[src/sv/crc32c_pkg.sv]
// Package: widths and CRC-32C byte fold functions shared by the engine.
`timescale 1ns / 1ps

package crc32c_pkg;

   localparam int unsigned DATA_W  = 64;
   localparam int unsigned COUNT_W = 4;
   localparam int unsigned CRC_W   = 32;
   localparam int unsigned BYTES   = DATA_W / 8;

   localparam logic [CRC_W-1:0]   POLY_REFLECTED = 32'h82F6_3B78;
   localparam logic [COUNT_W-1:0] MAX_COUNT      = COUNT_W'(BYTES);

   typedef logic [DATA_W-1:0]  data_type;
   typedef logic [COUNT_W-1:0] count_type;
   typedef logic [CRC_W-1:0]   crc_type;

   // One byte through the reflected shift register, LSB first.
   function automatic crc_type fold_byte(input crc_type rem, input logic [7:0] din);
      crc_type r;
      r = rem ^ {24'd0, din};
      for (int b = 0; b < 8; b++) begin
         r = (r >> 1) ^ (POLY_REFLECTED & {CRC_W{r[0]}});
      end
      return r;
   endfunction

   // Folds the low `count` bytes (saturated at eight) of a word, byte 0 first.
   function automatic crc_type fold_word(input crc_type rem, input data_type din,
                                         input count_type count);
      crc_type   r;
      count_type n;
      r = rem;
      n = (count > MAX_COUNT) ? MAX_COUNT : count;
      for (int i = 0; i < BYTES; i++) begin
         if (COUNT_W'(i) < n) begin
            r = fold_byte(r, din[8*i +: 8]);
         end
      end
      return r;
   endfunction

endpackage

[src/sv/crc32c_if.sv]
// Interfaces: request and response channels of the CRC-32C engine.
`timescale 1ns / 1ps

interface crc32c_req_if;
   logic                  valid;
   logic                  ready;
   crc32c_pkg::data_type  data_word;
   crc32c_pkg::count_type byte_count;
   logic                  last_chunk;

   modport source (output valid, data_word, byte_count, last_chunk, input ready);
   modport sink   (input valid, data_word, byte_count, last_chunk, output ready);
endinterface

interface crc32c_rsp_if;
   logic                valid;
   logic                ready;
   crc32c_pkg::crc_type crc_value;

   modport source (output valid, crc_value, input ready);
   modport sink   (input valid, crc_value, output ready);
endinterface

[src/sv/crc32c_stream_engine_top.sv]
// Top level: streaming CRC-32C (reflected, zero seed, no final inversion) engine.
`timescale 1ns / 1ps

// Usage
//   req (sink): one message chunk per request. data_word carries up to eight
//     bytes, byte 0 in bits 7:0; byte_count gives how many low bytes count
//     (0 folds nothing, above 8 is taken as 8); last_chunk closes the message.
//   rsp (source): one response per message, crc_value = CRC-32C of all bytes
//     since the previous last chunk (or reset), seed zero, no final XOR.
//   Throughput: one request per cycle, sustained, any mix of chunk sizes,
//     unless a last chunk waits on an unread response. The running
//     remainder loops through the eight-byte fold combinationally, so the
//     next chunk always sees the updated value.
//   Path: a last chunk passes the input register, then the result register.
//   Stall: while a response sits unread, non-last chunks keep flowing; a
//     last chunk waits in the input register and req.ready drops until the
//     result register frees up (same cycle as rsp.ready is high).
//   Reset (synchronous): empties both registers and zeroes the remainder.
module crc32c_stream_engine_top (
   input logic          clock,
   input logic          reset,
   crc32c_req_if.sink   req,
   crc32c_rsp_if.source rsp
);

   // Input register
   logic                  s1_valid_ff, s1_valid_in;
   crc32c_pkg::data_type  s1_data_ff;
   crc32c_pkg::count_type s1_count_ff;
   logic                  s1_last_ff;

   // Running remainder and result register
   crc32c_pkg::crc_type rem_ff, rem_in;
   logic                rsp_valid_ff, rsp_valid_in;
   crc32c_pkg::crc_type rsp_crc_ff;

   crc32c_pkg::crc_type fold_crc;
   logic                out_free;
   logic                s1_advance;
   logic                req_take;

   assign fold_crc   = crc32c_pkg::fold_word(rem_ff, s1_data_ff, s1_count_ff);
   assign out_free   = !rsp_valid_ff || rsp.ready;
   // Non-last chunks produce nothing, so they never wait on the output side.
   assign s1_advance = s1_valid_ff && (!s1_last_ff || out_free);
   assign req.ready  = !s1_valid_ff || s1_advance;
   assign req_take   = req.valid && req.ready;

   always_comb begin
      s1_valid_in  = s1_valid_ff;
      rem_in       = rem_ff;
      rsp_valid_in = rsp_valid_ff;
      if (s1_valid_ff && s1_advance) begin
         s1_valid_in = 1'b0;
      end
      if (req_take) begin
         s1_valid_in = 1'b1;
      end
      if (rsp_valid_ff && rsp.ready) begin
         rsp_valid_in = 1'b0;
      end
      if (s1_advance) begin
         rem_in = s1_last_ff ? '0 : fold_crc;
         if (s1_last_ff) begin
            rsp_valid_in = 1'b1;
         end
      end
   end

   always_ff @(posedge clock) begin
      if (reset) begin
         s1_valid_ff  <= 1'b0;
         rsp_valid_ff <= 1'b0;
         rem_ff       <= '0;
      end else begin
         s1_valid_ff  <= s1_valid_in;
         rsp_valid_ff <= rsp_valid_in;
         rem_ff       <= rem_in;
      end
   end

   // Payload registers, no reset needed.
   always_ff @(posedge clock) begin
      if (req_take) begin
         s1_data_ff  <= req.data_word;
         s1_count_ff <= req.byte_count;
         s1_last_ff  <= req.last_chunk;
      end
      if (s1_advance && s1_last_ff) begin
         rsp_crc_ff <= fold_crc;
      end
   end

   assign rsp.valid     = rsp_valid_ff;
   assign rsp.crc_value = rsp_crc_ff;

endmodule

[src/flat_wrapper.sv]
// flat-port wrapper written by rule: the top's interface ports become plain ports
module crc32c_stream_engine_top_flat 
  (clock, reset, req_valid, req_data_word, req_byte_count, req_last_chunk, req_ready, rsp_valid, rsp_crc_value, rsp_ready);
  crc32c_req_if req_i ();
  crc32c_rsp_if rsp_i ();
  input logic clock;
  input logic reset;
  input wire logic [$bits(req_i.valid)-1:0] req_valid;
  input wire logic [$bits(req_i.data_word)-1:0] req_data_word;
  input wire logic [$bits(req_i.byte_count)-1:0] req_byte_count;
  input wire logic [$bits(req_i.last_chunk)-1:0] req_last_chunk;
  output wire logic [$bits(req_i.ready)-1:0] req_ready;
  output wire logic [$bits(rsp_i.valid)-1:0] rsp_valid;
  output wire logic [$bits(rsp_i.crc_value)-1:0] rsp_crc_value;
  input wire logic [$bits(rsp_i.ready)-1:0] rsp_ready;
  assign req_i.valid = req_valid;
  assign req_i.data_word = req_data_word;
  assign req_i.byte_count = req_byte_count;
  assign req_i.last_chunk = req_last_chunk;
  assign req_ready = req_i.ready;
  assign rsp_valid = rsp_i.valid;
  assign rsp_crc_value = rsp_i.crc_value;
  assign rsp_i.ready = rsp_ready;
  crc32c_stream_engine_top u_core (.clock(clock), .reset(reset), .req(req_i), .rsp(rsp_i));
endmodule
[config.mk]
export PLATFORM = sky130hd
export DESIGN_NAME = crc32c_stream_engine_top_flat
export DESIGN_NICKNAME = d
export VERILOG_FILES = /design/src/sv/crc32c_pkg.sv /design/src/sv/crc32c_if.sv /design/src/sv/crc32c_stream_engine_top.sv /design/src/flat_wrapper.sv
export SDC_FILE = /design/constraint.sdc
export NUM_CORES = 1
export LEC_CHECK = 0
export BUFFER_PORTS_ARGS = -buffer_cell sky130_fd_sc_hd__buf_2
export CAP_MARGIN = 20
export CORE_ASPECT_RATIO = 1.4
export CORE_UTILIZATION = 25
export CTS_CLUSTER_DIAMETER = 200
export DETAILED_ROUTE_END_ITERATION = 10
export MAX_ROUTING_LAYER = met4
export SKIP_CTS_REPAIR_TIMING = 1
export SYNTH_ARGS = -nofsm -noshare
export SYNTH_HDL_FRONTEND = slang
export SYNTH_SLANG_ARGS = --single-unit
[constraint.sdc]
create_clock -name clock -period 11.8 [get_ports clock]
set_clock_uncertainty 0.1 [all_clocks]
set_input_delay 0.59 -clock clock [delete_from_list [all_inputs] [get_ports clock]]
set_output_delay 0.59 -clock clock [all_outputs]
set_load 0.01 [all_outputs]
Word level (Yosys, flattened, before mapping) --
Index checks and enable logic that the tools add are counted.
Word-level totals: output and inout port bits 34, flip-flop bits (word level) 135, logic and storage cells 115, input port bits 73
Cells by class: magnitude comparators 9, reduce and logical (&&, ||, !) cells 12, bitwise gates (word level) 72, muxes and demuxes 15
Operators by type and width (number):
- 31-bit by 32-bit XOR with 32-bit output | 64
- 32-bit two-way mux | 9
- 32-bit by 8-bit XOR with 32-bit output | 8
- 3-bit by 4-bit less-than comparator with 1-bit output, first input constant | 4
- 1-bit by 4-bit less-than comparator with 1-bit output, first input constant | 2
- 2-bit by 4-bit less-than comparator with 1-bit output, first input constant | 2
- 1-bit logical AND | 5
- 1-bit two-way mux | 5
- 4-bit > comparator, second input constant | 1
- 4-bit two-way mux | 1
- 1-bit logical NOT | 3
- 1-bit logical OR | 3
- 2-bit nonzero test | 1

Depth between registers and ports, before layout --
Gate-level depths: netlist of run 1.
depth after elaboration 81, gate-level depth with buffers 42, mapped depth without buffers 36

Least setup slack after synthesis of run 1 --
No wires, ideal clock.
path type register -> register, from reg u_core.s1_data_ff[2], to reg u_core.rem_ff[5], slack 0.002 ns, required time 11.583 ns, clock period less this slack 11.798 ns, buffers on the path 2, stages on the path, launching flop included 38, arrival 11.582 ns, cells stage by stage edfxtp_1 > xnor2_1 > xor3_2 > xnor3_1 > mux2i_4 > xnor2_4 > xnor2_4 > xor3_2 > nor4b_1 > or4_4 > nor2_8 > xnor3_1 > a211o_1 > and2_1 > buf_6 > xnor3_2 > xnor2_1 > a21oi_1 > [2 not listed] > o211a_1 > or3_4 > a31oi_4 > xor2_2 > xnor3_1 > xnor3_1 > mux2i_2 > xnor2_4 > xnor3_1 > xnor2_1 > a21oi_2 > xnor3_1 > xnor2_1 > xnor3_1 > buf_4 > xnor3_1 > a21o_1 > a22o_1
Between the ends: cells in the longest elaborated chain, start to end 81
RTL lines:
- start: declaration | RTL line crc32c_stream_engine_top.sv:28 | crc32c_pkg::data_type s1_data_ff;
- start signal: assignment | RTL line crc32c_stream_engine_top.sv:85 | s1_data_ff <= req.data_word;
- 32-bit by 8-bit XOR with 32-bit output * | RTL line crc32c_pkg.sv:21 | r = rem ^ {24'd0, din};
- 31-bit by 32-bit XOR with 32-bit output * (8 in series) | RTL line crc32c_pkg.sv:23 | r = (r >> 1) ^ (POLY_REFLECTED & {CRC_W{r[0]}});
- 32-bit two-way mux * | RTL line crc32c_pkg.sv:36 | if (COUNT_W'(i) < n) begin
- 32-bit by 8-bit XOR with 32-bit output | RTL line crc32c_pkg.sv:21
- 31-bit by 32-bit XOR with 32-bit output (8 in series) | RTL line crc32c_pkg.sv:23
- 32-bit two-way mux * | RTL line crc32c_pkg.sv:36
- 32-bit by 8-bit XOR with 32-bit output | RTL line crc32c_pkg.sv:21
- 31-bit by 32-bit XOR with 32-bit output (8 in series) | RTL line crc32c_pkg.sv:23
- [31 not listed]
- 32-bit by 8-bit XOR with 32-bit output | RTL line crc32c_pkg.sv:21
- 31-bit by 32-bit XOR with 32-bit output (8 in series) | RTL line crc32c_pkg.sv:23
- 32-bit two-way mux * | RTL line crc32c_pkg.sv:36
- 32-bit by 8-bit XOR with 32-bit output | RTL line crc32c_pkg.sv:21
- 31-bit by 32-bit XOR with 32-bit output (8 in series) | RTL line crc32c_pkg.sv:23
- 32-bit two-way mux * | RTL line crc32c_pkg.sv:36
- via u_core.fold_crc[5] | RTL line crc32c_stream_engine_top.sv:37 | crc32c_pkg::crc_type fold_crc;
- 32-bit two-way mux * | RTL line crc32c_stream_engine_top.sv:63 | rem_in = s1_last_ff ? '0 : fold_crc;
- end signal: assignment | RTL line crc32c_stream_engine_top.sv:78 | rem_ff <= rem_in;
- end: declaration | RTL line crc32c_stream_engine_top.sv:33 | crc32c_pkg::crc_type rem_ff, rem_in;
The timed path passes the listed nets; every way through them passes the cells marked *. A chain may end at the register's enable or synchronous reset.

Worst setup path after layout of run 1 --
from reg u_core.s1_data_ff[7], to reg u_core.rem_ff[9]
The elaborated chain is that of the path after synthesis.

==> results.sh, run 1 <==
export IMPL_outcome="complete, no violations"
export IMPL_cts_tree="done"
export IMPL_clock_sinks=135
export IMPL_die_area_um2=70500
export IMPL_timing_final_crit_share_pct=97.9
export IMPL_yosysSeqAreaShare_pct=21.4
export IMPL_setup_tns_final_ns=0
export IMPL_critPathKind="flop to flop"
export IMPL_layout_common_cells="366 x sky130_fd_sc_hd__xnor2_1, 245 x sky130_fd_sc_hd__buf_4, 148 x sky130_fd_sc_hd__nor2_1"
export IMPL_post_route_drc_count=0
export IMPL_min_path_type="input pin to flop"
export IMPL_grt_setup_unrepaired="yes"
export IMPL_drt_pass1_iter_count=6
export IMPL_setup_violations=0
export IMPL_clock_insertion_delay_worst_skew_ns=0.49
export IMPL_r2r_end="u_core.rem_ff[9]"
export IMPL_max_freq_mhz=86.6
export IMPL_start_util_pct=25.4
export IMPL_antennaDiodeCount=0
export IMPL_design_core_area_um2=68300
export IMPL_grt_remaining_overflow=0
export IMPL_fin_cells=3020
export IMPL_area_growth_synth_to_final_pct=26.6
export IMPL_max_slew_margin_pct=36.4
export IMPL_num_nets_final=2160
export IMPL_cts_reportedPaths_clkPinSlew_ns=0.08
export IMPL_critical_path_buffers_and_inverters=6
export IMPL_rrSetupSlack_ns=0.25
export IMPL_detail_route_iter0_violations=932
export IMPL_critical_path_top_delay_family="XOR/XNOR gates"
export IMPL_antenna_violations_before_repair=0
export IMPL_wl_per_cell_um=20.9
export IMPL_hpwlAfterDp_um=51600
export IMPL_grt_start_max_net_pins=65
export IMPL_die_y_um=314
export IMPL_drv_slew=0
export IMPL_std_cell_rows=113
export IMPL_synth_enable_flop_cells=101
export IMPL_gr_usage_all_layers_pct=18.3
export IMPL_h_tree_depth=4
export IMPL_worst_slew_pin_slew_ns=0.951
export IMPL_netlist_instances=1790
export IMPL_avg_synthesized_cell_area_um2=9.69
export IMPL_ioPinCount=107
export IMPL_crit_path_largest_cell_delay_ns=0.54
export IMPL_io_buffers=106
export IMPL_hold_end="u_core.s1_data_ff[38]"
export IMPL_min_period_ns=11.55
export IMPL_worstHoldStart="req_data_word[38]"
export IMPL_max_cap_violations=0
export IMPL_crit_path_start_kind="flop"
export IMPL_drive_gt1_share_pct=29.6
export IMPL_worst_path_most_repeated_cell="sky130_fd_sc_hd__buf_4"
export IMPL_critical_path_required_ns=12.07
export IMPL_gpl_final_weighted_congestion=0.955
export IMPL_hold_depth=1
export IMPL_grt_pass1_vias=14356
export IMPL_ctsRootBufferMaster="sky130_fd_sc_hd__clkbuf_16"
export IMPL_synth_area_um2=17400
export IMPL_critPathSlowestCell="sky130_fd_sc_hd__xnor3_1"
export IMPL_worstPathArrival_ns=11.82
export IMPL_detail_route_vias_per_cell=4.71
export IMPL_die_width_um=225
export IMPL_postSynthNetCount=1863
export IMPL_detail_route_antenna_nets=0
export IMPL_crit_path_end_kind="flop"
export IMPL_reg2reg_from="u_core.s1_data_ff[7]"
export IMPL_ys_async_sr_fraction_pct=0
export IMPL_dominantRegCellSynth="sky130_fd_sc_hd__edfxtp_1"
export IMPL_clock_buffers_created_by_tritoncts=17
export IMPL_hold_viol=0
export IMPL_grt_pass1_wl_um=91700
export IMPL_dpl_cell_count=2928
export IMPL_maximum_fanout_encountered_on_the_critical_timing_path=8
export IMPL_final_common_cell="sky130_fd_sc_hd__xnor2_1"
export IMPL_ys_ff_latch=135
export IMPL_ys_warn_count=0
export IMPL_wl_final_um=63200
export IMPL_clockBufferDepth=2
export IMPL_rr_worst_depth=42
export IMPL_synth_cell_types=96
export IMPL_detailroute_via_count=14239
## synth_stat cells, types with 10 or more instances
library cell	number	area (um2)
sky130_fd_sc_hd__a22o_1	24	210
sky130_fd_sc_hd__buf_1	11	41.3
sky130_fd_sc_hd__xnor2_4	11	303
sky130_fd_sc_hd__mux2_2	10	113
sky130_fd_sc_hd__nor2_1	153	574
sky130_fd_sc_hd__nor3_1	24	120
sky130_fd_sc_hd__a211oi_1	10	75.1
sky130_fd_sc_hd__xnor2_2	24	390
sky130_fd_sc_hd__a21o_1	15	113
sky130_fd_sc_hd__xnor3_1	84	1890
sky130_fd_sc_hd__xor3_1	15	357
sky130_fd_sc_hd__o211ai_1	10	75.1
sky130_fd_sc_hd__clkbuf_1	64	240
sky130_fd_sc_hd__xor2_1	128	1120
sky130_fd_sc_hd__or3_1	19	119
sky130_fd_sc_hd__edfxtp_1	101	3030
sky130_fd_sc_hd__dfxtp_1	34	681
sky130_fd_sc_hd__nand2b_1	12	75.1
sky130_fd_sc_hd__and3_1	10	62.6
sky130_fd_sc_hd__inv_1	11	41.3
sky130_fd_sc_hd__a21oi_1	124	621
sky130_fd_sc_hd__nand3_1	20	100
sky130_fd_sc_hd__o21ai_0	77	385
sky130_fd_sc_hd__nand2_1	145	544
sky130_fd_sc_hd__mux2i_1	50	500
sky130_fd_sc_hd__and2_1	15	93.8
sky130_fd_sc_hd__xnor2_1	393	3440
## worst register-to-register path, delay by kind of cell, from the launching register on
| family | cells | cell delay [ns] |
|---|---|---|
| AO/OA/AOI/OAI | 9 | 2.01 |
| AND/OR/NAND/NOR | 4 | 1.37 |
| multiplexers | 3 | 0.53 |
| XOR/XNOR | 20 | 5.90 |
| flip-flops | 1 | 0.43 |
| buffers and inverters | 6 | 1.09 |
## flip-flops by register name (all words and copies together) (netlist names)
name,count
u_core.s1_data_ff,64
u_core.s1_last_ff,1
u_core.s1_count_ff,4
u_core.rsp.valid,1
u_core.rsp.crc_value,32
u_core.s1_valid_ff,1
u_core.rem_ff,32
## final cells by class
class,count,area [um2]
flip-flops and latches,135,3710
inverters,11,41.3
fillers,7003,46300
multi-input cells,1557,13900
clock inverters,13,110
clock buffers,19,454
well taps,920,1150
repair buffers,365,2560
## layer usage
layer	track usage, %	up-vias	wire, um
li1	-	6823	-
met1	19.2	6946	24300
met2	32.8	335	33300
met3	1.77	135	1580
met4	11.1	0	3940
met5	-	-	0
## stage by stage
| step | setup slack [ns] | hold slack (ns) | utilization [%] | cell area, um2 |
|---|---|---|---|---|
| 2_1_floorplan | 0.00163 | 0.358 | - | 17400 |
| 3_3_place_gp | -0.388 | 0.434 | 29.6 | 20200 |
| 3_5_place_dp | -0.575 | 0.433 | 29.7 | 20300 |
| 4_1_cts | -0.654 | 0.152 | 30.5 | 20800 |
| 5_1_grt | -0.129 | 0.168 | 32.2 | 22000 |
| 6_report | 0.252 | 0.173 | 32.2 | 22000 |
## worst max path at each step
stage / slack, ns / startpoint / depth (start not counted) / to
CTS: -0.65 / u_core.s1_data_ff[2] / 37 / u_core.rsp.crc_value[9]
global placement: -0.39 / u_core.s1_data_ff[7] / 41 / u_core.rsp.crc_value[9]
global route: -0.13 / u_core.s1_data_ff[4] / 44 / u_core.rem_ff[9]
finish: 0.25 / u_core.s1_data_ff[7] / 42 / u_core.rem_ff[9]
detailed placement: -0.58 / u_core.s1_data_ff[2] / 37 / u_core.rsp.crc_value[9]
floorplan: 0.002 / u_core.s1_data_ff[2] / 37 / u_core.rem_ff[5]
## cell families (layout without fill, tap and decap cells)
| logic type | count (synthesis) | count (layout) | synth area share, % |
|---|---|---|---|
| AOI/OAI and AO/OA | 358 | 358 | 13.7 |
| xor gates and xnor gates | 672 | 672 | 45.3 |
| buffers and inverters | 98 | 408 | 2.38 |
| DFF | 135 | 135 | 21.4 |
| muxes | 69 | 69 | 4.50 |
| and+or+nand+nor | 458 | 458 | 12.7 |
Power of run 1 is not shown: default switching activity piles up to over one toggle a cycle in this logic, so the estimate is an artifact.
==> run 2, diff against run 1 <==
- ABC_AREA: default -> 1
==> run 2 against run 1 <==
Against the previous run: count of clock-buffer cells in the layout is 2 lower; final cell count rose by 67%; non-clock buffer count shrank 208; register-to-register slack improved by 0.53 ns; critical endpoint is now u_core.rsp.crc_value[3]; largest cell class unchanged; highest routed layer unchanged.
==> results.sh, run 2 <==
export IMPL_outcome="complete, no violations"
export IMPL_h_tree_depth=4
export IMPL_ys_ff_latch=135
export IMPL_wl_final_um=96700
export IMPL_synth_cell_types=48
export IMPL_synth_enable_flop_cells=101
export IMPL_area_growth_synth_to_final_pct=12.3
export IMPL_post_route_drc_count=0
export IMPL_setup_tns_final_ns=0
export IMPL_critPathKind="flop to flop"
export IMPL_crit_path_largest_cell_delay_ns=0.51
export IMPL_std_cell_rows=129
export IMPL_die_y_um=355
export IMPL_final_common_cell="sky130_fd_sc_hd__nand2_1"
export IMPL_postSynthNetCount=3837
export IMPL_drive_gt1_share_pct=18.5
export IMPL_cts_reportedPaths_clkPinSlew_ns=0.08
export IMPL_ioPinCount=107
export IMPL_clockBufferDepth=2
export IMPL_netlist_instances=3764
export IMPL_drv_slew=0
export IMPL_detail_route_antenna_nets=0
export IMPL_io_buffers=106
export IMPL_drt_pass1_iter_count=6
export IMPL_max_slew_margin_pct=23.1
export IMPL_placedInstanceArea_um2=24000
export IMPL_worst_path_most_repeated_cell="sky130_fd_sc_hd__nand2_1"
export IMPL_detailroute_via_count=24808
export IMPL_start_util_pct=25.2
export IMPL_min_period_ns=11.02
export IMPL_design_core_area_um2=88100
export IMPL_yosysSeqAreaShare_pct=16.7
export IMPL_cts_tree="done"
export IMPL_avg_synthesized_cell_area_um2=5.90
export IMPL_use_met3_pct=2.55
export IMPL_dominantRegCellSynth="sky130_fd_sc_hd__edfxtp_1"
export IMPL_critical_path_required_ns=11.99
export IMPL_crit_path_start_kind="flop"
export IMPL_wl_per_cell_um=19.2
export IMPL_grt_pass1_wl_um=142000
export IMPL_synth_largest_area_cell="sky130_fd_sc_hd__nand2_1"
export IMPL_min_path_type="input pin to flop"
export IMPL_synth_top_cells_by_area="sky130_fd_sc_hd__nand2_1 26%, sky130_fd_sc_hd__nand3_1 15%, sky130_fd_sc_hd__edfxtp_1 14%"
export IMPL_critPathSlowestCell="sky130_fd_sc_hd__dfxtp_1"
export IMPL_maximum_fanout_encountered_on_the_critical_timing_path=13
export IMPL_grt_pass1_vias=23143
export IMPL_grt_start_max_net_pins=44
export IMPL_design_area_um2=25000
export IMPL_synth_area_um2=22200
export IMPL_clock_insertion_delay_worst_skew_ns=0.53
export IMPL_ys_async_sr_fraction_pct=0
export IMPL_timing_final_crit_share_pct=93.4
export IMPL_max_cap_violations=0
export IMPL_antenna_violations_before_repair=3
export IMPL_netlist_area_leader_share_pct=26.3
export IMPL_gpl_final_weighted_congestion=1.04
export IMPL_hold_viol=0
export IMPL_grt_setup_unrepaired="no"
export IMPL_layout_common_cells="1538 x sky130_fd_sc_hd__nand2_1, 677 x sky130_fd_sc_hd__nand3_1, 265 x sky130_fd_sc_hd__inv_1"
export IMPL_met1_usage_pct=22.6
export IMPL_max_freq_mhz=90.8
export IMPL_grt_util_met2_pct=38.1
export IMPL_detail_route_iter0_violations=1943
export IMPL_clock_buffers_created_by_tritoncts=17
export IMPL_worstPathArrival_ns=11.21
export IMPL_fillerInstances=10093
export IMPL_max_ffs_per_register=64
export IMPL_hold_worst_slack_ns=0.130
export IMPL_crit_path_end_kind="flop"
export IMPL_grt_remaining_overflow=0
export IMPL_synth_top_cells_by_count="1557 x sky130_fd_sc_hd__nand2_1, 678 x sky130_fd_sc_hd__nand3_1, 269 x sky130_fd_sc_hd__inv_1"
export IMPL_detail_route_vias_per_cell=4.92
export IMPL_gr_usage_all_layers_pct=21.8
export IMPL_hpwlAfterDp_um=80700
export IMPL_synthMostInstantiatedCell="sky130_fd_sc_hd__nand2_1"
export IMPL_ys_warn_count=0
export IMPL_ctsRootBufferMaster="sky130_fd_sc_hd__clkbuf_16"
export IMPL_largest_register="u_core.s1_data_ff"
export IMPL_worst_slew_pin_slew_ns=1.14
export IMPL_die_width_um=254
export IMPL_clock_sinks=135
export IMPL_setup_violations=0
export IMPL_die_area_um2=90100
export IMPL_globalRoute_busiestLayer="met2"
export IMPL_num_nets_final=3920
## run 2: cell count changes after synthesis, sizes merged, moves of 85 or more
cell and change:
xnor2 -380, nor2 -100, nand3 +767, inv +300, xnor3 -85, nand2 +1713
## run 2: area by class of cell
class	count	area, um2	area share (%)
clock buffer	17	425	1.70
multi-input combinational	3223	17000	68.2
timing repair buffer	157	933	3.74
sequential	135	3710	14.9
inverter	313	1180	4.75
clock inverter	15	191	0.767
tap	1179	1480	5.91
antenna	2	5.00	0.0201
## run 2: stage by stage
stage               cells  setup slack, ns  util [%]
floorplan            3764             3.66         -
global placement     5001            0.221      27.3
detailed placement   5001            0.199      27.3
CTS                  5033            0.143      28.0
global route         5041          0.00675      28.3
finish               5041            0.782      28.3
## run 2: critical path: cells and delay by family (launching register included)
kind | cells | cell delay [ns]
flops | 1 | 0.51
buf+inv | 9 | 0.89
simple gates | 73 | 9.24
## run 2: path summary, 6_finish.rpt
| check | from | to | slack, ns | depth (start not counted) |
|---|---|---|---|---|
| min reg2reg | u_core.rem_ff[15] | u_core.rem_ff[15] | 0.39 | 2 |
| min | req_data_word[0] | u_core.s1_data_ff[0] | 0.13 | 1 |
| max reg2reg | u_core.rem_ff[5] | u_core.rsp.crc_value[3] | 0.78 | 82 |
| max | u_core.rem_ff[5] | u_core.rsp.crc_value[3] | 0.78 | 82 |
## run 2: cells by family (layout without fill, tap and decap cells)
family	count (synthesis)	count (layout)	share of synthesized area, %
XOR/XNOR	250	250	10.0
buffers and inverters	406	502	7.80
AO/OA/AOI/OAI	188	188	4.70
other	0	2	0
flip-flops	135	135	16.7
AND/OR/NAND/NOR	2785	2785	60.8
## run 2: layer usage
metal / wire [um] / vias to the layer above
li1: - / 12348
met1: 36600 / 11309
met2: 48400 / 866
met3: 4260 / 285
met4: 7540 / 0
met5: 0 / -
Power of run 2 is left out for the same reason.
==> run 3, diff against run 2 <==
- BUFFER_PORTS_ARGS: -buffer_cell sky130_fd_sc_hd__buf_2 -> default
- DONT_BUFFER_PORTS: default -> 1
==> run 3 against run 2 <==
Against the previous run: global-route usage down 0.61 points; count of clock-buffer cells in the layout unchanged; hold slack worse by 0.10 ns; core utilization down 0.58 points; non-clock buffer count down 93; critical path type unchanged; largest cell class unchanged.
==> results.sh, run 3 (synthesis results as in run 2) <==
export IMPL_dr_wl_met2_um=46700
export IMPL_seqCellArea_um2=3720
export IMPL_setup_violations=0
export IMPL_dpl_cell_count=4911
export IMPL_drive_gt1_share_pct=16.4
export IMPL_placedInstanceArea_um2=23600
export IMPL_timing_final_crit_share_pct=93.2
export IMPL_fillerInstances=10021
export IMPL_die_y_um=355
export IMPL_gpl_final_weighted_congestion=1.02
export IMPL_start_util_pct=25.2
export IMPL_layout_common_cells="1548 x sky130_fd_sc_hd__nand2_1, 673 x sky130_fd_sc_hd__nand3_1, 267 x sky130_fd_sc_hd__inv_1"
export IMPL_std_cell_rows=129
export IMPL_hold_viol=0
export IMPL_maximum_fanout_encountered_on_the_critical_timing_path=10
export IMPL_rrSetupSlack_ns=0.80
export IMPL_critical_path_required_ns=11.90
export IMPL_max_slew_margin_pct=28.4
export IMPL_crit_path_start_kind="flop"
export IMPL_antenna_violations_before_repair=8
export IMPL_max_freq_mhz=90.9
export IMPL_min_period_ns=11.00
export IMPL_ioPinCount=107
export IMPL_die_width_um=254
export IMPL_highest_signal_layer="met4"
export IMPL_pre_cts_slack_ns=0.456
export IMPL_design_core_area_um2=88100
export IMPL_clock_sinks=135
export IMPL_clock_insertion_delay_worst_skew_ns=0.53
export IMPL_crit_path_largest_cell_delay_ns=0.73
export IMPL_min_setup_slack_post_route_ns=0.800
export IMPL_worstPathArrival_ns=11.10
export IMPL_drt_pass1_iter_count=7
export IMPL_wl_met3_um=4610
export IMPL_final_common_cell="sky130_fd_sc_hd__nand2_1"
export IMPL_critPathKind="flop to flop"
export IMPL_largest_register="u_core.s1_data_ff"
export IMPL_wl_final_um=94300
export IMPL_worst_path_most_repeated_cell="sky130_fd_sc_hd__nand2_1"
export IMPL_hold_depth=1
export IMPL_critPathSlowestCell="sky130_fd_sc_hd__o21ai_0"
export IMPL_drv_slew=0
export IMPL_design_area_um2=24400
export IMPL_grt_pass1_wl_um=139000
export IMPL_detail_route_antenna_nets=0
export IMPL_grt_remaining_overflow=0
export IMPL_post_route_drc_count=0
export IMPL_worstHoldStart="reset"
export IMPL_cts_reportedPaths_clkPinSlew_ns=0.08
export IMPL_hpwlAfterDp_um=78700
export IMPL_h_tree_depth=4
export IMPL_min_path_type="input pin to flop"
export IMPL_clockBufferDepth=2
export IMPL_outcome="complete, no violations"
export IMPL_rr_worst_depth=73
export IMPL_cts_tree="done"
export IMPL_grt_pass1_vias=22716
export IMPL_grt_start_max_net_pins=44
export IMPL_crit_path_end_kind="flop"
export IMPL_num_nets_final=3827
export IMPL_max_ffs_per_register=64
export IMPL_m1WireLength_um=35300
export IMPL_critical_path_buffers_and_inverters=9
export IMPL_wl_per_cell_um=19.1
export IMPL_max_cap_violations=0
export IMPL_area_of_the_multi_input_gates_um2=17000
export IMPL_reg2reg_from="u_core.s1_data_ff[2]"
export IMPL_ctsRootBufferMaster="sky130_fd_sc_hd__clkbuf_16"
export IMPL_gr_usage_all_layers_pct=21.2
export IMPL_die_area_um2=90100
export IMPL_area_growth_synth_to_final_pct=9.98
export IMPL_critical_path_top_delay_family="simple AND/OR/NAND/NOR gates"
export IMPL_hold_end="u_core.rem_ff[1]"
export IMPL_fin_cells=4950
export IMPL_r2r_end="u_core.rsp.crc_value[29]"
export IMPL_clock_buffers_created_by_tritoncts=17
export IMPL_detailroute_via_count=24600
export IMPL_detail_route_vias_per_cell=4.97
export IMPL_io_buffers=0
export IMPL_worst_slew_pin_slew_ns=1.07
export IMPL_detail_route_iter0_violations=1826
run 3: changes by cell type in the layout (fill, tap and decap cells not counted), moves of 3 or more:
cell,before,now
sky130_fd_sc_hd__nor2_4,9,5
sky130_fd_sc_hd__nand3_2,105,109
sky130_fd_sc_hd__o21ai_1,11,8
sky130_fd_sc_hd__nand3_1,677,673
sky130_fd_sc_hd__o21ai_2,3,6
sky130_fd_sc_hd__nand2_1,1538,1548
sky130_fd_sc_hd__nand2_4,100,92
sky130_fd_sc_hd__buf_4,50,62
sky130_fd_sc_hd__nor2_2,6,11
sky130_fd_sc_hd__buf_2,106,0
run 3: worst register-to-register path: cells and delay by family, from the launching register on:
kind                   cells  cell delay (ns)
buffers and inverters      9             1.11
DFF                        1             0.45
AOI/OAI and AO/OA          1             0.73
and+or+nand+nor           63             8.24
run 3: metrics by stage:
step	hold slack (ns)	setup TNS [ns]	util, %
2_1_floorplan	0.358	0	-
3_3_place_gp	0.363	0	26.8
3_5_place_dp	0.369	0	26.8
4_1_cts	-0.0180	0	27.5
5_1_grt	0.00215	-0.00177	27.7
6_report	0.0253	0	27.7
run 3: worst max-delay path by stage:
stage	startpoint	endpoint	cells past startpoint
3_5_place_dp	u_core.rem_ff[5]	u_core.rsp.crc_value[19]	77
4_1_cts	u_core.rem_ff[5]	u_core.rsp.crc_value[19]	77
3_3_place_gp	u_core.rem_ff[5]	u_core.rsp.crc_value[19]	77
6_report	u_core.s1_data_ff[2]	u_core.rsp.crc_value[29]	73
5_1_grt	u_core.s1_data_ff[2]	u_core.rem_ff[6]	82
2_1_floorplan	u_core.s1_count_ff[3]	u_core.rsp.crc_value[18]	81
run 3: layout make-up:
cell class / instances / share of cell area [%]
diodes: 4 / 0.0410
clock buffers: 17 / 1.74
clock inverters: 15 / 0.804
inverters: 313 / 4.83
multi-input cells: 3223 / 69.4
flip-flops and latches: 135 / 15.2
well taps: 1179 / 6.04
repair buffers: 64 / 1.99
run 3: routing by layer:
metal / track usage [%] / vias up
met5: - / -
met4: 15.9 / 0
met3: 3.09 / 286
met2: 36.7 / 856
met1: 21.7 / 11322
li1: - / 12136
Power of run 3 is left out for the same reason.
